$ cat src/hw/rtl/cws_pkg.sv
// ----------------------------------------------------------------------------
// cws_pkg - shared types and constants of the congestion window sender
// Action and result kind codes, register map, sequencer states and the
// field layout of the streams.
// ----------------------------------------------------------------------------
package cws_pkg;

	// input actions, carried in s_tuser
	typedef enum logic [1:0] {
		ACT_SEND  = 2'd0,
		ACT_ACK   = 2'd1,
		ACT_END   = 2'd2,
		ACT_NONE  = 2'd3
	} action_t;

	// result kinds, carried in m_tuser
	localparam logic KIND_SEGMENT = 1'b0;
	localparam logic KIND_STATUS  = 1'b1;

	// register indexes, byte address is 4 * index
	typedef enum logic [1:0] {
		REG_SEGS_PER_FRAME = 2'd0,
		REG_LAST_SEG_LEN   = 2'd1,
		REG_INIT_THRESHOLD = 2'd2,
		REG_UNUSED         = 2'd3
	} reg_idx_t;

	// sequencer states
	typedef enum logic [1:0] {
		ST_IDLE,
		ST_DIV,
		ST_EMIT,
		ST_STATUS
	} state_t;

	// field widths
	localparam int SEQ_W   = 32;
	localparam int IDX_W   = 12;
	localparam int LEN_W   = 13;
	localparam int FRM_W   = 13;
	localparam int WIN_W   = 6;
	localparam int DATA_W  = 80;

	// burst limit and register reset values
	localparam int          RESULT_CAP      = 32;
	localparam logic [12:0] SEGS_RESET      = 13'd1;
	localparam logic [12:0] LAST_LEN_RESET  = 13'd4096;
	localparam logic [5:0]  INIT_THR_RESET  = 6'd16;

	// bit positions in m_tdata
	localparam int POS_SEQ   = 0;
	localparam int POS_IDX   = 32;
	localparam int POS_LEN   = 44;
	localparam int POS_BE    = 57;
	localparam int POS_FE    = 58;
	localparam int POS_WIN   = 59;
	localparam int POS_THR   = 65;
	localparam int POS_TO    = 71;
	localparam int POS_FD    = 72;

endpackage

$ cat src/hw/rtl/congestion_window_sender.sv
// ----------------------------------------------------------------------------
// congestion_window_sender - window controlled segment descriptor source
// Slow-start / congestion-avoidance window with timeout fallback.
// ----------------------------------------------------------------------------
// Input words on s_* carry an action in s_tuser (send round, ack, round end)
// and an ack number in s_tdata. A send round emits up to one window (at most
// RESULT_CAP) of segment descriptors on m_*, one per cycle while m_tready is high,
// the last one marked with tlast. A round end emits one status word. An ack
// gives no output word.
// A round end registers the status word in a status state once the output
// register is free. A send round runs the frame index through a single
// restoring remainder unit, one quotient bit per cycle, then emits the
// descriptors. A round after a frame end that has not yet been closed by a
// round end sends nothing.
// A single output register parts both sides; when the receiver stalls the
// sequencer waits and s_tready stays low until the round is done.
// Reset puts the window at 1, threshold and registers at their defaults,
// and the next sequence number at 1. Registers sit on an APB port; the user
// must write them only while the block is idle, the block does not enforce it.
// ----------------------------------------------------------------------------
module congestion_window_sender #(
	parameter int MAX_WINDOW         = 32,
	parameter int SEGMENT_BYTES      = 4096,
	parameter int MAX_FRAME_SEGMENTS = 4096
) (
	input  logic        clk,
	input  logic        arst_n,
	// input stream
	input  logic        s_tvalid,
	output logic        s_tready,
	input  logic [31:0] s_tdata,  // ack_number[31:0]
	input  logic [1:0]  s_tuser,  // action[1:0]
	// output stream
	output logic        m_tvalid,
	input  logic        m_tready,
	// seq_number[31:0], segment_index[43:32], length[56:44], burst_end[57],
	// frame_end[58], window_size[64:59], threshold_now[70:65], timed_out[71],
	// frame_done[72], zero[79:73]
	output logic [79:0] m_tdata,
	output logic [0:0]  m_tuser,  // kind[0]
	output logic        m_tlast,
	// configuration
	input  logic        psel,
	input  logic        penable,
	input  logic        pwrite,
	input  logic [3:0]  paddr,
	input  logic [31:0] pwdata,
	output logic [31:0] prdata,
	output logic        pready
);

	localparam logic [6:0] WIN_CAP = (MAX_WINDOW > 63) ? 7'd63 : 7'(MAX_WINDOW);
	localparam logic [12:0] SEG_LEN = 13'(SEGMENT_BYTES);
	localparam logic [5:0] THR_RESET = ({1'b0, cws_pkg::INIT_THR_RESET} > WIN_CAP) ?
		WIN_CAP[5:0] : cws_pkg::INIT_THR_RESET;
	localparam logic [5:0] BURST_CAP = 6'(cws_pkg::RESULT_CAP);

	// threshold clamp to 1..WIN_CAP (MAX_WINDOW, at most 63)
	function automatic logic [5:0] clamp_thr(input logic [6:0] t);
		logic [6:0] r;
		r = t;
		if (r == 7'd0) r = 7'd1;
		if (r > WIN_CAP) r = WIN_CAP;
		return r[5:0];
	endfunction

	// configuration registers
	logic [12:0] segs_cfg_q;
	logic [12:0] last_len_cfg_q;
	logic [5:0]  init_thr_cfg_q;

	// protocol state
	logic [31:0] next_seq_q;
	logic [31:0] latest_ack_q;
	logic [5:0]  window_q;
	logic [5:0]  thr_q;
	logic [5:0]  sent_q;
	logic [5:0]  acks_q;
	logic        fe_sent_q;

	// sequencer
	cws_pkg::state_t state_q, state_d;
	logic [4:0]  bit_cnt_q;
	logic [31:0] dividend_q;
	logic [12:0] rem_q;
	logic [12:0] frames_q;
	logic [5:0]  count_q;
	logic [5:0]  n_q;
	logic        to_q;
	logic        fd_q;

	// output register
	logic        m_valid_q;
	logic [79:0] m_data_q;
	logic        m_kind_q;
	logic        m_last_q;

	logic        cfg_wr;
	logic        s_acc;
	logic        out_free;
	logic        emit_fire;
	logic        stat_fire;
	logic        div_done;
	cws_pkg::action_t act;
	logic [12:0] frames_eff;
	logic [12:0] last_len_eff;
	logic [13:0] rem_shift;
	logic        rem_ge;
	logic [12:0] rem_next;
	logic        seg_fe;
	logic        seg_be;
	logic [12:0] seg_len;
	logic        round_to;
	logic [6:0]  win_grow;
	logic [6:0]  win_sat;

	assign pready   = 1'b1;
	assign cfg_wr   = psel & penable & pwrite;
	assign s_acc    = s_tvalid & s_tready;
	assign act      = cws_pkg::action_t'(s_tuser);
	assign out_free = ~m_valid_q | m_tready;

	// register readback
	always_comb begin
		case (cws_pkg::reg_idx_t'(paddr[3:2]))
			cws_pkg::REG_SEGS_PER_FRAME: prdata = {19'd0, segs_cfg_q};
			cws_pkg::REG_LAST_SEG_LEN:   prdata = {19'd0, last_len_cfg_q};
			cws_pkg::REG_INIT_THRESHOLD: prdata = {26'd0, init_thr_cfg_q};
			default:                     prdata = 32'd0;
		endcase
	end

	// effective frame size and short segment length
	always_comb begin
		frames_eff = segs_cfg_q;
		if (segs_cfg_q == 13'd0) frames_eff = 13'd1;
		else if (32'(segs_cfg_q) > MAX_FRAME_SEGMENTS) frames_eff = 13'(MAX_FRAME_SEGMENTS);
		last_len_eff = (32'(last_len_cfg_q) > SEGMENT_BYTES) ? SEG_LEN : last_len_cfg_q;
	end

	// single remainder unit, one bit per cycle
	always_comb begin
		rem_shift = {rem_q, dividend_q[31]};
		rem_ge    = rem_shift >= {1'b0, frames_q};
		rem_next  = rem_ge ? 13'(rem_shift - {1'b0, frames_q}) : rem_shift[12:0];
	end

	// descriptor of the current segment, rem_q holds its index
	always_comb begin
		seg_fe  = rem_q == (frames_q - 13'd1);
		seg_be  = seg_fe | (n_q == (count_q - 6'd1));
		seg_len = seg_fe ? last_len_eff : SEG_LEN;
	end

	// round end outcome
	always_comb begin
		round_to = acks_q < sent_q;
		win_grow = (window_q < thr_q) ? {window_q, 1'b0} : 7'({1'b0, window_q} + 7'd1);
		win_sat  = (win_grow > WIN_CAP) ? WIN_CAP : win_grow;
	end

	// next state
	always_comb begin
		state_d = state_q;
		case (state_q)
			cws_pkg::ST_IDLE: begin
				if (s_acc) begin
					if (act == cws_pkg::ACT_SEND && !fe_sent_q) state_d = cws_pkg::ST_DIV;
					else if (act == cws_pkg::ACT_END) state_d = cws_pkg::ST_STATUS;
				end
			end
			cws_pkg::ST_DIV: begin
				if (bit_cnt_q == 5'd0) state_d = cws_pkg::ST_EMIT;
			end
			cws_pkg::ST_EMIT: begin
				if (out_free && seg_be) state_d = cws_pkg::ST_IDLE;
			end
			cws_pkg::ST_STATUS: begin
				if (out_free) state_d = cws_pkg::ST_IDLE;
			end
			default: state_d = cws_pkg::ST_IDLE;
		endcase
	end

	// sequencer outputs
	always_comb begin
		s_tready  = 1'b0;
		emit_fire = 1'b0;
		stat_fire = 1'b0;
		div_done  = 1'b0;
		case (state_q)
			cws_pkg::ST_IDLE:   s_tready  = 1'b1;
			cws_pkg::ST_DIV:    div_done  = bit_cnt_q == 5'd0;
			cws_pkg::ST_EMIT:   emit_fire = out_free;
			cws_pkg::ST_STATUS: stat_fire = out_free;
			default:            s_tready  = 1'b0;
		endcase
	end

	// state register
	always_ff @(posedge clk or negedge arst_n) begin
		if (!arst_n) begin
			state_q <= cws_pkg::ST_IDLE;
		end else begin
			state_q <= state_d;
		end
	end

	// configuration and protocol state
	always_ff @(posedge clk or negedge arst_n) begin
		if (!arst_n) begin
			segs_cfg_q     <= cws_pkg::SEGS_RESET;
			last_len_cfg_q <= cws_pkg::LAST_LEN_RESET;
			init_thr_cfg_q <= cws_pkg::INIT_THR_RESET;
			next_seq_q     <= 32'd1;
			latest_ack_q   <= 32'd0;
			window_q       <= 6'd1;
			thr_q          <= THR_RESET;
			sent_q         <= 6'd0;
			acks_q         <= 6'd0;
			fe_sent_q      <= 1'b0;
		end else begin
			if (cfg_wr) begin
				case (cws_pkg::reg_idx_t'(paddr[3:2]))
					cws_pkg::REG_SEGS_PER_FRAME: segs_cfg_q <= pwdata[12:0];
					cws_pkg::REG_LAST_SEG_LEN:   last_len_cfg_q <= pwdata[12:0];
					cws_pkg::REG_INIT_THRESHOLD: begin
						init_thr_cfg_q <= pwdata[5:0];
						thr_q          <= clamp_thr({1'b0, pwdata[5:0]});
					end
					default: ;
				endcase
			end
			if (s_acc) begin
				case (act)
					cws_pkg::ACT_SEND: begin
						acks_q <= 6'd0;
						if (fe_sent_q) sent_q <= 6'd0;
					end
					cws_pkg::ACT_ACK: begin
						if (acks_q < sent_q) begin
							latest_ack_q <= s_tdata;
							acks_q       <= acks_q + 6'd1;
						end
					end
					cws_pkg::ACT_END: begin
						if (round_to) begin
							thr_q      <= clamp_thr({2'b0, window_q[5:1]});
							window_q   <= 6'd1;
							next_seq_q <= latest_ack_q + 32'd1;
						end else begin
							window_q <= win_sat[5:0];
						end
						fe_sent_q <= 1'b0;
						sent_q    <= 6'd0;
						acks_q    <= 6'd0;
					end
					default: ;
				endcase
			end
			if (emit_fire) begin
				next_seq_q <= next_seq_q + 32'd1;
				if (seg_fe) fe_sent_q <= 1'b1;
				if (seg_be) sent_q <= n_q + 6'd1;
			end
		end
	end

	// round working registers
	always_ff @(posedge clk or negedge arst_n) begin
		if (!arst_n) begin
			bit_cnt_q <= 5'd0;
			n_q       <= 6'd0;
			to_q      <= 1'b0;
			fd_q      <= 1'b0;
		end else begin
			if (s_acc && act == cws_pkg::ACT_SEND) begin
				bit_cnt_q <= 5'd31;
				n_q       <= 6'd0;
			end else if (state_q == cws_pkg::ST_DIV && !div_done) begin
				bit_cnt_q <= bit_cnt_q - 5'd1;
			end
			if (emit_fire) n_q <= n_q + 6'd1;
			if (s_acc && act == cws_pkg::ACT_END) begin
				to_q <= round_to;
				fd_q <= ~round_to & fe_sent_q;
			end
		end
	end

	// divider datapath, rem_q then walks the frame index
	// (seq - 1) wraps from all ones to zero after sequence zero, so the index restarts
	always_ff @(posedge clk) begin
		if (s_acc && act == cws_pkg::ACT_SEND) begin
			dividend_q <= next_seq_q - 32'd1;
			rem_q      <= 13'd0;
			frames_q   <= frames_eff;
			count_q    <= (window_q > BURST_CAP) ? BURST_CAP : window_q;
		end else if (state_q == cws_pkg::ST_DIV) begin
			dividend_q <= {dividend_q[30:0], 1'b0};
			rem_q      <= rem_next;
		end else if (emit_fire) begin
			rem_q <= (seg_fe || next_seq_q == 32'd0) ? 13'd0 : rem_q + 13'd1;
		end
	end

	// output register
	always_ff @(posedge clk or negedge arst_n) begin
		if (!arst_n) begin
			m_valid_q <= 1'b0;
		end else if (emit_fire || stat_fire) begin
			m_valid_q <= 1'b1;
		end else if (m_tready) begin
			m_valid_q <= 1'b0;
		end
	end

	// output payload
	always_ff @(posedge clk) begin
		if (emit_fire) begin
			m_kind_q <= cws_pkg::KIND_SEGMENT;
			m_last_q <= seg_be;
			m_data_q <= {7'd0, 1'b0, 1'b0, thr_q, window_q, seg_fe, seg_be, seg_len,
				rem_q[11:0], next_seq_q};
		end else if (stat_fire) begin
			m_kind_q <= cws_pkg::KIND_STATUS;
			m_last_q <= 1'b1;
			m_data_q <= {7'd0, fd_q, to_q, thr_q, window_q, 1'b0, 1'b0, 13'd0, 12'd0,
				next_seq_q};
		end
	end

	assign m_tvalid   = m_valid_q;
	assign m_tdata    = m_data_q;
	assign m_tuser[0] = m_kind_q;
	assign m_tlast    = m_last_q;

endmodule

$ cat config.mk
export PLATFORM = sky130hd
export DESIGN_NAME = congestion_window_sender
export DESIGN_NICKNAME = d
export VERILOG_FILES = /design/src/hw/rtl/cws_pkg.sv /design/src/hw/rtl/congestion_window_sender.sv
export SDC_FILE = /design/constraint.sdc
export NUM_CORES = 1
export LEC_CHECK = 0
export ABC_AREA = 1
export BUFFER_PORTS_ARGS = -buffer_cell sky130_fd_sc_hd__buf_4
export CORE_MARGIN = 10
export CORE_UTILIZATION = 60
export CTS_BUF_LIST = sky130_fd_sc_hd__clkbuf_4 sky130_fd_sc_hd__clkbuf_8
export DETAILED_ROUTE_END_ITERATION = 12
export PLACE_DENSITY = 0.85
export SYNTH_ARGS = -nofsm -noshare
export SYNTH_HDL_FRONTEND = slang
export SYNTH_SLANG_ARGS = --single-unit
$ cat constraint.sdc
create_clock -name clk -period 4.8 [get_ports clk]
set_input_delay 0.96 -clock clk [delete_from_list [all_inputs] [get_ports clk]]
set_output_delay 0.96 -clock clk [all_outputs]
set_load 0.03 [all_outputs]
* Word level (Yosys, flattened, before mapping)
Cells that the tools add are included.
Storage, ports and cells: register bits 276, latch bits 0, bits in writable memories 0, bits in read-only memories 0, input port bits 77, output and inout bits 117, memories 0
Operators by class: add/subtract/negate cells 11, multiply operators 0, divide/modulo/power cells 0, magnitude comparators 9, eq/ne operators 15, shifts and indexed selects 0, mux-type cells 63, bitwise gates (word level) 8, reduce and logical (&&, ||, !) cells 37
Operators with widths (number):
- 32-bit two-way mux | 6
- 71-bit two-way mux | 2
- 6-bit two-way mux | 17
- 13-bit two-way mux | 7
- 32-bit by 1-bit adder with 32-bit output (second input constant) | 2
- 7-bit two-way mux | 6
- 13-bit case mux with 3 select lines | 1
- 32-bit logical NOT | 1
- 32-bit by 1-bit subtractor with 32-bit output (second input constant) | 1
- 13-bit greater-than comparator (second input constant) | 2
- 6-bit case mux with 2 select lines | 2
- 7-bit by 6-bit greater-than comparator with 1-bit output (second input constant) | 3
- 2-bit nonzero test | 10
- 5-bit two-way mux | 3
- 14-bit by 13-bit >= comparator with 1-bit output | 1
- 13-bit by 1-bit adder with 13-bit output (second input constant) | 1
- 13-bit equality test | 1
- 13-bit logical NOT | 1
- 13-bit by 1-bit subtractor with 13-bit output (second input constant) | 1
- 13-bit subtractor | 1
- 6-bit by 1-bit adder with 6-bit output (second input constant) | 2
- 6-bit less-than comparator | 2
- 1-bit two-way mux | 12
- 2-bit two-way mux | 6
- other kinds (23) | 52

* Depth between registers and ports, before layout
Gate-level depths: netlist (run 1).
depth in word-level cells 11, mapped depth 18, gate-level depth less buffers 18

* Worst setup path after synthesis (run 1)
No wires, ideal clock.
kind input to register, start input m_tready, end register m_data_q[0], in the netlist m_tdata[0] (enable), setup time 503 ps, arrival 4250 ps, required time 4297 ps, setup slack 46 ps, cell stages on the path 4, cells stage by stage inv_1 -> nand2_2 -> inv_1 -> nor2_1
On the way: cells in the longest elaborated chain, start to end 3
Ends and longest elaborated chain:
- start: declaration | line congestion_window_sender.sv:35 | input logic m_tready,
- 1-bit bitwise OR * | line congestion_window_sender.sv:121 | assign out_free = ~m_valid_q | m_tready;
- 1-bit two-way mux | line congestion_window_sender.sv:191 | case (state_q)
- 2-bit nonzero test (no line) *
- end signal: assignment | line congestion_window_sender.sv:323 | m_data_q <= {7'd0, 1'b0, 1'b0, thr_q, window_q, seg_fe, seg_be, seg_len,
- end signal: assignment | line congestion_window_sender.sv:328 | m_data_q <= {7'd0, fd_q, to_q, thr_q, window_q, 1'b0, 1'b0, 13'd0, 12'd0,
- end: declaration | line congestion_window_sender.sv:94 | logic [79:0] m_data_q;
Mark *: on every way between the ends. The rest lies on a longest branch, timed or not. A chain may end at the register's enable or synchronous reset.

* Worst setup path in the final report (run 1)
start register frames_q[0], end register m_data_q[53], in the netlist m_tdata[53], data pin
On the way: cells in the longest elaborated chain, start to end 4
Ends and longest elaborated chain:
- start: declaration | line congestion_window_sender.sv:86 | logic [12:0] frames_q;
- start signal: assignment | line congestion_window_sender.sv:297 | frames_q <= frames_eff;
- 13-bit by 1-bit subtractor with 13-bit output | line congestion_window_sender.sv:150 | seg_fe = rem_q == (frames_q - 13'd1);
- 13-bit equality test | line congestion_window_sender.sv:150
- 13-bit two-way mux | line congestion_window_sender.sv:152 | seg_len = seg_fe ? last_len_eff : SEG_LEN;
- 71-bit two-way mux | line congestion_window_sender.sv:320 | if (emit_fire) begin
Every way passes these cells.

==> impl_summary.log, run 1 <==
[metrics] run status: completed
[metrics] post-route DRC violation count: 0
[metrics] post-synthesis sequential area ratio: 0.4782
[metrics] dominant cells by area after synthesis: edfxtp_1, dfrtp_1, nand2_1
[metrics] final hold violation count: 0
[metrics] I/O pin count: 194
[metrics] cell taking the most area after synthesis: edfxtp_1
[metrics] maximum number of pins on one net before global-route repair: 112
[metrics] Setup Total Neg Slack: 0 ns
[metrics] Most used DFF post-synth: dfrtp_1
[metrics] start-to-end type of the worst setup path: reg -> reg
[metrics] unrepaired setup endpoints after global routing: false
[metrics] leftover overflow at the end of global routing: 0
[metrics] count of TritonRoute iterations in the first routing pass: 6
[metrics] Yosys top cell area share: 0.2371
[metrics] filler instances: around 2000
[metrics] std cell rows: 58
[metrics] layout cell share with drive strength beyond 1: 0.1675
[metrics] number of violations of the max-capacitance limit: 0
[metrics] relative contribution of the clock network to total power: 0.198
[metrics] ordered list of cells on the worst path: inv_1 > ha_1 > nand2_1 > nor2_1 > nand3b_1 > nand2_1 > nand4_1 > nor3b_1 > nand4_1 > nor2_1
[metrics] detail-routed via count per cell: 5.645
[metrics] overall via count from detail_route: between 10000 and 15000
[metrics] clock tree root buffer cell: clkbuf_8
[metrics] Resized Gates After CTS: 0
[metrics] area growth from synthesis to final layout: 14.39%
[metrics] CTS Sinks: 276
[metrics] number of warnings reported in the yosys synthesis log: 0
[metrics] area enclosed by the die boundary: 32810 um2
[metrics] share of the clock period used by the worst path: 0.7000
[metrics] HP Start: thr_q[5]$_DFF_PN0_
[metrics] Crit path required time: around 5.2 ns
[metrics] terminating pin of the worst hold path: m_tdata[70]$_DFFE_PP_
[metrics] average cell area after synthesis: 8.430 um2
[metrics] number of max-slew violations in the final report: 0
[metrics] critical path capture point type: register
[metrics] upper clock frequency limit: just under 300 MHz
[metrics] nets@finish: 2110
[metrics] clock latency on the worst-skew pair: 0.58 ns
[metrics] CTS tree: yes
[metrics] worst reg2reg startpoint: frames_q[0]$_SDFFCE_PP1P_
[metrics] tightest slew margin relative to the limit: 0.3228
[metrics] class of the tightest hold or removal check: reg -> reg
[metrics] count of flip-flops with a built-in enable after synthesis: approximately 120
[metrics] worst setup skew after layout: ~0.033 ns
[metrics] first-iteration detailed-routing DRC count: roughly 1300
[metrics] # H-tree levels: 2
[metrics] DPL Wire Length: around 31 mm
[metrics] logic gate share of total power: 0.440
[metrics] Net Sw Frac: 0.4455
[metrics] fraction of registers with async set or reset after synthesis: 0.4964
[metrics] post-synth cell types: 63
[metrics] Detail Route Antenna Nets: 0
[metrics] Final Util: 0.7016
[metrics] worst reg-to-reg path cell count: 10
[metrics] sum of routed wire length over all layers: between 40 and 50 mm
[metrics] endpoints failing setup: 0
[metrics] Setup Buffers After CTS: 0
[metrics] delay-heaviest family, CP: simple AND/OR/NAND/NOR gates
[metrics] die outline width: 181.1 um
[metrics] clock buffers created by TritonCTS: 46
[metrics] leakage dissipation: a little over 8 nW
[metrics] Final GP Congestion: ~0.97
[metrics] P_int: approximately 6.2 mW
[metrics] proportion of power drawn by flip-flops and latches: 0.362
[metrics] critical register-to-register path endpoint: m_tdata[53]$_SDFFCE_PN0P_
[metrics] number of global-route vias before repair: about 13000
[metrics] transition time of the tightest slew-check pin: about 1.0 ns
[metrics] number of antenna violations at the first check in global routing: 1
[metrics] delay contributed by the slowest stage of the critical path: around 0.6 ns
[metrics] crit path max-delay cell type: nand4_1
[metrics] hold buffers post-CTS: 0
[metrics] global-route wire length before repair: 66.91 mm
[metrics] post-synthesis cell area: between 15000 and 20000 um2
[metrics] Core Area: ~25000 um2
[metrics] die span in y: 181.1 um
[metrics] total of flip-flops plus latches after synthesis: 276
[metrics] setup slack on the worst flop-to-flop path: between 1 and 1.5 ns
[metrics] Gate Count Post-Synth: around 1800
[metrics] worst-case setup slack after placement: 1.247 ns
[metrics] total buffers and inverters traversed by the critical path: 1
[metrics] Tmin final: between 3 and 4 ns
[metrics] buffers added on ports: 145
[metrics] Clock Pin Slew Worst Setup and Hold Paths: around 0.060 ns
[metrics] number of buffers between clock root and the deepest sink: 3
[metrics] power density over the cells: between 600 and 700 nW/um2
[metrics] startpoint kind of the worst setup timing path: register
[metrics] Max IR drop VDD: about 0.35 mV
[metrics] min setup slack post-route: roughly 1.4 ns
[metrics] maximum fanout along the worst path: 12
[metrics] worst endpoint data arrival time: approximately 3.8 ns
[metrics] antenna cell count: 0
[metrics] average wire length per cell after detail routing: 17.57 um
[metrics] GR Util All Layers: 0.2454
[metrics] Initial Util: 0.6133
[metrics] WHS Path Cells: 0
[metrics] Psw: 4.987 mW
synth_stat cells (16+ instances only):
master    number
nand3_1      110
nand2_1      384
a21oi_1       48
edfxtp_1     123
dfrtp_1      131
inv_1        232
o21ai_0      129
mux2_2        17
dfxtp_1       16
xnor2_1       22
nor3_1        26
xor2_1        52
nor2_1       220
nand4_1       36
o22ai_1       18
buf_4         27
clkbuf_1      35
o21ai_1       17
ha_1          34
stage by stage:
step	cells	total power [mW]	instance area [um2]	hold slack (ns)
floorplan	1873	7.458	15670	0.4249
global placement	2280	8.759	16810	0.4317
detailed placement	2280	8.918	16810	0.4432
CTS	2366	11.17	17820	0.4584
global route	2366	11.91	17820	0.4736
finish	2366	11.19	17820	0.4603
worst reg2reg max path: cells and delay by family (launching register included):
family	cells	cell delay, ns
adders and majority gates	1	0.26
and+or+nand+nor	8	2.24
buffers and inverters	1	0.20
DFF	1	0.50
power groups by stage:
stage | clock network (mW) | logic, mW | registers, mW
after global placement | 0 | 4.73 | 4.03
after detailed placement | 0 | 4.86 | 4.06
after floorplan | 0 | 3.15 | 4.31
after global routing | 2.36 | 5.43 | 4.11
after CTS | 2.25 | 4.89 | 4.03
final | 2.22 | 4.93 | 4.05
registers in the layout, indices dropped and copies added, names as in the netlist, 2 cells and up:
signal,count
m_tdata,73
dividend_q,32
latest_ack_q,32
next_seq_q,32
frames_q,13
last_len_cfg_q,13
rem_q,13
segs_cfg_q,13
acks_q,6
count_q,6
init_thr_cfg_q,6
n_q,6
sent_q,6
thr_q,6
window_q,6
bit_cnt_q,5
state_q,2
cell type report:
class / count / area [um2] / area share
Multi-Input combinational cell: 1273 / 6858 / 0.3848
Timing Repair Buffer: 152 / 1157 / 0.06494
Clock inverter: 21 / 175.2 / 0.009829
Sequential cell: 276 / 7450 / 0.4180
Tap cell: 330 / 412.9 / 0.02317
Inverter: 249 / 935.9 / 0.05252
Clock buffer: 65 / 832.0 / 0.04669
kinds of logic (layout without fill, tap and decap cells):
logic type / after synthesis / in the layout / share of synthesized area
buf+inv: 324 / 487 / 0.08826
mux: 17 / 17 / 0.01229
other cells: 2 / 27 / 0.0004821
compound gates: 271 / 271 / 0.1038
xor+xnor: 75 / 75 / 0.04305
simple gates: 848 / 848 / 0.2453
flops: 276 / 276 / 0.4782
fa+ha+maj: 35 / 35 / 0.02859
per-layer routing:
metal	vias to the layer above	part of all wire	GRT usage
met5	-	0.00029	0
li1	6349	-	-
met3	112	0.085	0.04675
met1	6267	0.43	0.3369
met4	2	0.033	0.09437
met2	626	0.45	0.3773
worst max path at each step:
stage | from | end | slack [ns] | cells after the start
after CTS | frames_q[0]$_SDFFCE_PP1P_ | m_tdata[53]$_SDFFCE_PN0P_ | 1.50 | 10
final | frames_q[0]$_SDFFCE_PP1P_ | m_tdata[53]$_SDFFCE_PN0P_ | 1.44 | 10
after floorplan | m_tready | m_tdata[0]$_DFFE_PP_ | 0.05 | 4
after global routing | frames_q[0]$_SDFFCE_PP1P_ | m_tdata[52]$_SDFFCE_PN0P_ | 1.08 | 10
after detailed placement | s_tvalid | next_seq_q[4]$_DFFE_PN0P_ | 1.25 | 10
after global placement | s_tvalid | next_seq_q[4]$_DFFE_PN0P_ | 1.28 | 10
cell usage in the layout, fill, tap and decap left out, drive strengths merged, types with 4 or more instances in the layout:
cell type  count
a21o           4
a21oi         48
a31oi          9
buf          152
clkbuf        65
clkinv        18
conb          27
dfrtp        131
dfstp          6
dfxtp         16
edfxtp       123
ha            34
inv          248
mux2          17
nand2        400
nand3        113
nand3b        11
nand4         36
nor2         238
nor3          32
nor4           9
o21a           5
o21ai        165
o221ai         7
o22ai         18
o31ai          4
xnor2         22
xor2          52
Power figures use the tool's default switching activity.
==> run 2: changes to the inputs <==
--- a/config.mk
+++ b/config.mk
@@ -8,10 +8,10 @@
 export ABC_AREA = 1
 export BUFFER_PORTS_ARGS = -buffer_cell sky130_fd_sc_hd__buf_4
 export CORE_MARGIN = 10
-export CORE_UTILIZATION = 60
+export CORE_UTILIZATION = 55
 export CTS_BUF_LIST = sky130_fd_sc_hd__clkbuf_4 sky130_fd_sc_hd__clkbuf_8
 export DETAILED_ROUTE_END_ITERATION = 12
-export PLACE_DENSITY = 0.85
+export PLACE_DENSITY = 0.82
 export SYNTH_ARGS = -nofsm -noshare
 export SYNTH_HDL_FRONTEND = slang
 export SYNTH_SLANG_ARGS = --single-unit
==> constraint.sdc (replaced) <==
create_clock -name clk -period 3.05 [get_ports clk]
set_input_delay 0.61 -clock clk [delete_from_list [all_inputs] [get_ports clk]]
set_output_delay 0.61 -clock clk [all_outputs]
set_load 0.03 [all_outputs]
==> run 2 against run 1 <==
Fmax rose by 21%. Count of clock-buffer cells in the layout increased by 1. Clock skew increased by 0.013 ns. Cell count is 3.4% higher. Global-route usage shrank 0.98 points. Flip-flop and latch count unchanged. Critical path depth grew 2. Via count shrank 0.67%. Sequential power rose by 56%.
==> impl_summary.log, run 2 (synthesis results as in run 1) <==
[metrics] post-route DRC violation count: 0 (unchanged)
[metrics] startpoint kind of the worst setup timing path: register
[metrics] overall via count from detail_route: 13266 (-0.67%)
[metrics] global-route wire length before repair: 68.14 mm (+1.8%)
[metrics] Crit path required time: 3.36 ns (-1.84 ns)
[metrics] average wire length per cell after detail routing: 17.44 um (-0.71%)
[metrics] CTS tree: yes
[metrics] number of antenna violations at the first check in global routing: 1 (unchanged)
[metrics] area of the multi-input gates: 6863 um2 (about the same)
[metrics] GR Util All Layers: 0.2356 (-0.009754)
[metrics] first-iteration detailed-routing DRC count: 1376 (+3.0%)
[metrics] run status: completed
[metrics] clock tree root buffer cell: clkbuf_8
[metrics] final hold violation count: 0 (unchanged)
[metrics] count of TritonRoute iterations in the first routing pass: 8 (+2)
[metrics] # H-tree levels: 2 (unchanged)
[metrics] DPL Wire Length: 32.53 mm (+4.6%)
[metrics] total chip power: 17.71 mW (+58%)
[metrics] Tmin final: 2.786 ns (-0.5741 ns)
[metrics] Final GP Congestion: 0.9894 (+2.2%)
[metrics] Resized Gates After CTS: 0 (unchanged)
[metrics] nets@finish: 2141 (+1.5%)
[metrics] number of violations of the max-capacitance limit: 0 (unchanged)
[metrics] Detail Route Antenna Nets: 0 (unchanged)
[metrics] die outline width: 188.3 um (+4.0%)
[metrics] area growth from synthesis to final layout: 15.93%
[metrics] number of global-route vias before repair: 12767 (-1.5%)
[metrics] std cell rows: 61 (+5.2%)
[metrics] highest-count cells in the layout ignoring fill and taps: nand2_1, inv_1, nor2_1, buf_4, dfrtp_1
[metrics] number of max-slew violations in the final report: 0 (unchanged)
[metrics] worst setup skew after layout: 0.04586 ns (+0.01310 ns)
[metrics] worst endpoint data arrival time: 3.10 ns (-0.66 ns)
[metrics] power density over the cells: 980.9 nW/um2 (+56%)
[metrics] upper clock frequency limit: 359.0 MHz (+21%)
[metrics] number of placed instances with taps included: 2358 (+3.4%)
[metrics] flip-flop count of the largest register, all copies and words added: 73 (unchanged)
[metrics] I/O pin count: 194 (unchanged)
[metrics] class of the tightest hold or removal check: in -> reg
[metrics] Max IR drop VDD: 0.5746 mV (+66%)
[metrics] Clock Pin Slew Worst Setup and Hold Paths: 0.06 ns (about the same)
[metrics] Core Area: 27860 um2 (+9.7%)
[metrics] layout cell share with drive strength beyond 1: 0.1780 (+0.01055)
[metrics] Initial Util: 0.5592 (-0.05413)
[metrics] final cell count without fillers: 2446 (+3.4%)
[metrics] Setup Buffers After CTS: 0 (unchanged)
[metrics] leftover overflow at the end of global routing: 0 (unchanged)
[metrics] transition time of the tightest slew-check pin: 0.7972 ns (-0.2149 ns)
[metrics] Setup Total Neg Slack: 0 ns (unchanged)
[metrics] sum of routed wire length over all layers: 42.66 mm (+2.6%)
[metrics] maximum fanout along the worst path: 4 (-8)
[metrics] share of the clock period used by the worst path: 0.9134 (+0.2134)
[metrics] tightest slew margin relative to the limit: 0.4672 (+0.1445)
[metrics] unrepaired setup endpoints after global routing: false
[metrics] start-to-end type of the worst setup path: reg -> reg
[metrics] detail-routed via count per cell: 5.424 (-3.9%)
[metrics] number of buffers between clock root and the deepest sink: 3 (unchanged)
[metrics] critical path capture point type: register
[metrics] maximum number of pins on one net before global-route repair: 63 (-44%)
[metrics] FF/Latch Area: 7450 um2 (unchanged)
[metrics] hold buffers post-CTS: 1 (+1)
[metrics] clock latency on the worst-skew pair: 0.60 ns (+0.02 ns)
[metrics] clock buffers created by TritonCTS: 46 (unchanged)
[metrics] buffers added on ports: 145 (unchanged)
[metrics] endpoints failing setup: 0 (unchanged)
[metrics] leakage dissipation: 8.358 nW (+1.5%)
[metrics] area enclosed by the die boundary: 35460 um2 (+8.1%)
[metrics] cell area after layout: 18060 um2 (+1.3%)
[metrics] CTS Sinks: 276 (unchanged)
[metrics] commonest non-fill, non-tap cell in the layout: nand2_1
[metrics] Post-Route Hold Slack: 0.2589 ns (-0.2014 ns)
[metrics] filler instances: 2352 (+17%)
[metrics] instance area after placement: 17120 um2 (+1.8%)
[metrics] die span in y: 188.3 um (+4.0%)
-- run 2: final timing paths --
kind,slack [ns],cells after the start,startpoint,to
max,0.26,12,next_seq_q[1]$_DFFE_PN0P_,dividend_q[28]$_DFFE_PP_
min,0.26,2,s_tdata[2],latest_ack_q[2]$_DFFE_PN0P_
max reg2reg,0.26,12,next_seq_q[1]$_DFFE_PN0P_,dividend_q[28]$_DFFE_PP_
min reg2reg,0.45,0,thr_q[3]$_DFF_PN0_,m_tdata[68]$_DFFE_PP_
max in group asynchronous,1.70,3,arst_n,next_seq_q[21]$_DFFE_PN0P_
min in group asynchronous,0.54,2,arst_n,last_len_cfg_q[9]$_DFFE_PN0P_
-- run 2: worst max-delay path, stage by stage, from the launching register on --
cell     delay, ns
dfrtp_1       0.41
inv_1         0.16
ha_1          0.19
nand2_1       0.08
nor2_1        0.18
inv_1         0.15
nor2_2        0.21
nand4_1       0.18
nor4_1        0.48
nand3_1       0.16
xnor2_1       0.18
nand2_1       0.08
nand2_1       0.05
-- run 2: through the flow --
stage               worst slack [ns]  utilization
global placement              0.3291       0.6144
global route                 0.04209       0.6483
floorplan                    0.01499            -
CTS                           0.3188       0.6482
finish                        0.2642       0.6483
detailed placement            0.3136       0.6144
-- run 2: report_power, final --
group / switching, mW / total (mW) / internal (mW) / leakage [nW]
combinational: 5.41 / 8.08 / 2.67 / 4.88
sequential: 1.02 / 6.33 / 5.32 / 2.98
clock: 1.55 / 3.30 / 1.76 / 0.503
total: 7.97 / 17.7 / 9.74 / 8.36
-- run 2: area by class of cell --
class / instances / share of cell area
Sequential cell: 276 / 0.4125
Multi-Input combinational cell: 1273 / 0.3800
Timing Repair Buffer: 183 / 0.07780
Inverter: 249 / 0.05182
Clock buffer: 66 / 0.04545
Tap cell: 378 / 0.02619
Clock inverter: 20 / 0.006097
Antenna cell: 1 / 0.0001386
-- run 2: metal layers --
layer | vias to the layer above | routed length [um] | share of wire | GRT usage
met3 | 93 | 3378 | 0.079 | 0.04191
met5 | - | 0 | 0 | 0
met4 | 0 | 1319 | 0.031 | 0.08120
met1 | 6192 | 18740 | 0.44 | 0.3242
met2 | 566 | 19230 | 0.45 | 0.3684
li1 | 6415 | - | - | -
==> run 3: changes to the inputs <==
--- a/config.mk
+++ b/config.mk
@@ -7,6 +7,7 @@
 export LEC_CHECK = 0
 export ABC_AREA = 1
 export BUFFER_PORTS_ARGS = -buffer_cell sky130_fd_sc_hd__buf_4
+export CAP_MARGIN = 20
 export CORE_MARGIN = 10
 export CORE_UTILIZATION = 55
 export CTS_BUF_LIST = sky130_fd_sc_hd__clkbuf_4 sky130_fd_sc_hd__clkbuf_8
==> constraint.sdc (replaced) <==
create_clock -name clk -period 2.3 [get_ports clk]
set_input_delay 0.46 -clock clk [delete_from_list [all_inputs] [get_ports clk]]
set_output_delay 0.46 -clock clk [all_outputs]
set_load 0.03 [all_outputs]
==> run 3 against run 2 <==
The flow now finishes with violations (setup timing). Total power increased by 52%. Die area unchanged. Flip-flop and latch count unchanged. Via count increased by 8.2%. Combinational power increased by 75%. Global-route usage increased by 1.4 points. Cell count increased by 7.0%. Setup slack got worse by 0.31 ns. Clock power increased by 45%. Sequential share of layout area decreased by 4.8 points. Wire length increased by 12%. First-iteration DRC count increased by 2.2%.
==> impl_summary.log, run 3 (synthesis results as in run 1) <==
[metrics] clock tree root buffer cell: clkbuf_8
[metrics] Detail Route Antenna Nets: 0 (unchanged)
[metrics] sum of routed wire length over all layers: 47.57 mm (+12%)
[metrics] first-iteration detailed-routing DRC count: 1406 (+2.2%)
[metrics] count of TritonRoute iterations in the first routing pass: 6 (-2)
[metrics] critical register-to-register path endpoint: next_seq_q[10]$_DFFE_PN0P_
[metrics] delay contributed by the slowest stage of the critical path: 0.46 ns (-0.02 ns)
[metrics] ordered list of cells on the worst path: nand2_8 > nand2_8 > buf_12 > o21ai_4 > ha_4 > nand2_4 > nor2_4 > nand2_4 > nor2_8 > inv_2 > o21ai_1 > nand3_1 > o21ai_1
[metrics] instance area after placement: 18330 um2 (+7.1%)
[metrics] overall via count from detail_route: 14349 (+8.2%)
[metrics] transition time of the tightest slew-check pin: 0.7513 ns (-0.04595 ns)
[metrics] worst endpoint data arrival time: 2.84 ns (-0.26 ns)
[metrics] clock latency on the worst-skew pair: 0.60 ns (about the same)
[metrics] CTS tree: yes
[metrics] std cell rows: 61 (unchanged)
[metrics] run status: finished, violations left
[metrics] detail-routed via count per cell: 5.481 (+1.1%)
[metrics] Max IR drop VDD: 0.7529 mV (+31%)
[metrics] failing checks: setup timing
[metrics] leftover overflow at the end of global routing: 0 (unchanged)
[metrics] Clock Pin Slew Worst Setup and Hold Paths: 0.06 ns (about the same)
[metrics] startpoint of the worst setup timing path: m_tvalid$_DFFE_PN0P_
[metrics] number of violations of the max-capacitance limit: 0 (unchanged)
[metrics] setup slack on the worst flop-to-flop path: -0.05 ns (-0.31 ns)
[metrics] buffers added on ports: 145 (unchanged)
[metrics] area growth from synthesis to final layout: 31.14%
[metrics] average wire length per cell after detail routing: 18.17 um (+4.2%)
[metrics] upper clock frequency limit: 426.4 MHz (+19%)
[metrics] GR Util All Layers: 0.2498 (+0.01414)
[metrics] min setup slack post-route: -0.04544 ns (-0.3097 ns)
[metrics] class of the tightest hold or removal check: in -> reg
[metrics] number of buffers between clock root and the deepest sink: 3 (unchanged)
[metrics] HP Start: s_tdata[1]
[metrics] terminating pin of the worst hold path: latest_ack_q[1]$_DFFE_PN0P_
[metrics] number of max-slew violations in the final report: 0 (unchanged)
[metrics] Final Util: 0.7333 (+0.08507)
[metrics] worst reg2reg startpoint: m_tvalid$_DFFE_PN0P_
[metrics] die span in y: 188.3 um (unchanged)
[metrics] unrepaired setup endpoints after global routing: true
[metrics] final cell count without fillers: 2618 (+7.0%)
[metrics] maximum number of pins on one net before global-route repair: 54 (-14%)
[metrics] CTS Sinks: 276 (unchanged)
[metrics] critical path capture point type: register
[metrics] maximum fanout along the worst path: 8 (+4)
[metrics] number of placed instances with taps included: 2497 (+5.9%)
[metrics] Core Area: 27860 um2 (unchanged)
[metrics] worst reg-to-reg path cell count: 13 (+1)
[metrics] FF/Latch Area: 7452 um2 (about the same)
[metrics] final hold violation count: 0 (unchanged)
[metrics] # H-tree levels: 2 (unchanged)
[metrics] WHS Path Cells: 2 (unchanged)
[metrics] post-route DRC violation count: 0 (unchanged)
[metrics] power density over the cells: 1319 nW/um2 (+34%)
[metrics] area of the multi-input gates: 7595 um2 (+11%)
[metrics] global-route wire length before repair: 72.36 mm (+6.2%)
[metrics] share of the clock period used by the worst path: 1.020 (+0.1064)
[metrics] Crit path required time: 2.79 ns (-0.57 ns)
[metrics] number of antenna violations at the first check in global routing: 1 (unchanged)
[metrics] Initial Util: 0.5592 (unchanged)
[metrics] endpoints failing setup: 11 (+11)
[metrics] clock buffers created by TritonCTS: 47 (+2.2%)
[metrics] Final GP Congestion: 0.9705 (-1.9%)
[metrics] crit path max-delay cell type: dfrtp_2
[metrics] commonest non-fill, non-tap cell in the layout: nand2_1
[metrics] startpoint kind of the worst setup timing path: register
[metrics] layout cell share with drive strength beyond 1: 0.3091 (+0.1310)
[metrics] leakage dissipation: 9.489 nW (+14%)
[metrics] Tmin final: 2.345 ns (-0.4403 ns)
[metrics] number of global-route vias before repair: 13752 (+7.7%)
[metrics] flip-flop count of the largest register, all copies and words added: 73 (unchanged)
[metrics] worst setup skew after layout: 0.04704 ns (+0.001183 ns)
[metrics] DPL Wire Length: 34.56 mm (+6.3%)
[metrics] die outline width: 188.3 um (unchanged)
[metrics] tightest slew margin relative to the limit: 0.4980 (+0.03071)
[metrics] start-to-end type of the worst setup path: reg -> reg
[metrics] filler instances: 2027 (-14%)
[metrics] cell area after layout: 20430 um2 (+13%)
[metrics] area enclosed by the die boundary: 35460 um2 (unchanged)
[metrics] nets@finish: 2312 (+8.0%)
[metrics] Post-Route Hold Slack: 0.09982 ns (-0.1591 ns)
[metrics] I/O pin count: 194 (unchanged)
[metrics] highest-count cells in the layout ignoring fill and taps: nand2_1, buf_4, inv_1, nor2_1, dfrtp_1
run 3: changes by cell type in the layout (fill, tap and decap cells not counted), moves of 13 or more:
cell	before	now
nor2_4	10	23
nor2_1	219	172
nor2_2	6	40
nand3_1	110	97
nand2_2	11	25
buf_12	2	15
buf_6	1	14
nand2_1	383	360
inv_1	232	219
buf_4	179	319
run 3: routing by layer:
metal / wire [um] / global-route usage
met2: 22730 / 0.4076
met1: 19560 / 0.3395
met4: 1237 / 0.06868
met3: 4046 / 0.03840
met5: 0 / 0
run 3: worst max path at each step:
stage	endpoint	slack, ns	cells after the start
after floorplan	m_tdata[0]$_DFFE_PP_	0.01	3
after global placement	rem_q[11]$_SDFFE_PP0P_	-0.09	15
after detailed placement	sent_q[1]$_DFF_PN0_	-0.18	16
after CTS	m_tdata[52]$_SDFFCE_PN0P_	-0.06	13
after global routing	rem_q[10]$_SDFFE_PP0P_	-0.26	13
final	next_seq_q[10]$_DFFE_PN0P_	-0.05	13
run 3: worst max-delay path: cells and delay by family, from the launching register on:
| family | cells | cell delay (ns) |
|---|---|---|
| AND/OR/NAND/NOR | 7 | 0.95 |
| flip-flops | 1 | 0.46 |
| AO/OA/AOI/OAI | 3 | 0.42 |
| buffers and inverters | 2 | 0.22 |
| adder cells (fa/ha/maj) | 1 | 0.18 |
run 3: area by class of cell:
type | instances | share of cell area
Antenna cell | 1 | 0.0001225
Clock buffer | 70 | 0.04287
Clock inverter | 18 | 0.007349
Inverter | 249 | 0.04606
Multi-Input combinational cell | 1274 | 0.3718
Sequential cell | 276 | 0.3648
Tap cell | 378 | 0.02315
Timing Repair Buffer | 352 | 0.1439
run 3: where the power goes:
part	switching [mW]	internal, mW	total [mW]
clock	2.10	2.69	4.79
combinational	8.63	5.43	14.1
sequential	1.05	7.05	8.09
total	11.8	15.2	27.0
run 3: repair_timing:
| item | CTS | global route |
|---|---|---|
| hold buffers | 1 | 0 |
| setup endpoints to repair | 77 | 89 |
| cloned | 0 | 3 |
| pin swaps | 12 | 72 |
| gates resized for setup | 30 | 177 |
| setup buffers | 5 | 23 |
| endpoints found under the hold margin | 45 | 0 |
run 3: stage by stage:
| step | power, mW | worst slack [ns] | setup TNS [ns] |
|---|---|---|---|
| 4_1_cts | 25.61 | -0.06447 | -0.6161 |
| 3_5_place_dp | 20.61 | -0.1791 | -5.960 |
| 6_report | 26.95 | -0.04544 | -0.2066 |
| 2_1_floorplan | 15.56 | 0.01097 | 0 |
| 3_3_place_gp | 20.32 | -0.09497 | -2.362 |
| 5_1_grt | 28.54 | -0.2634 | -5.519 |
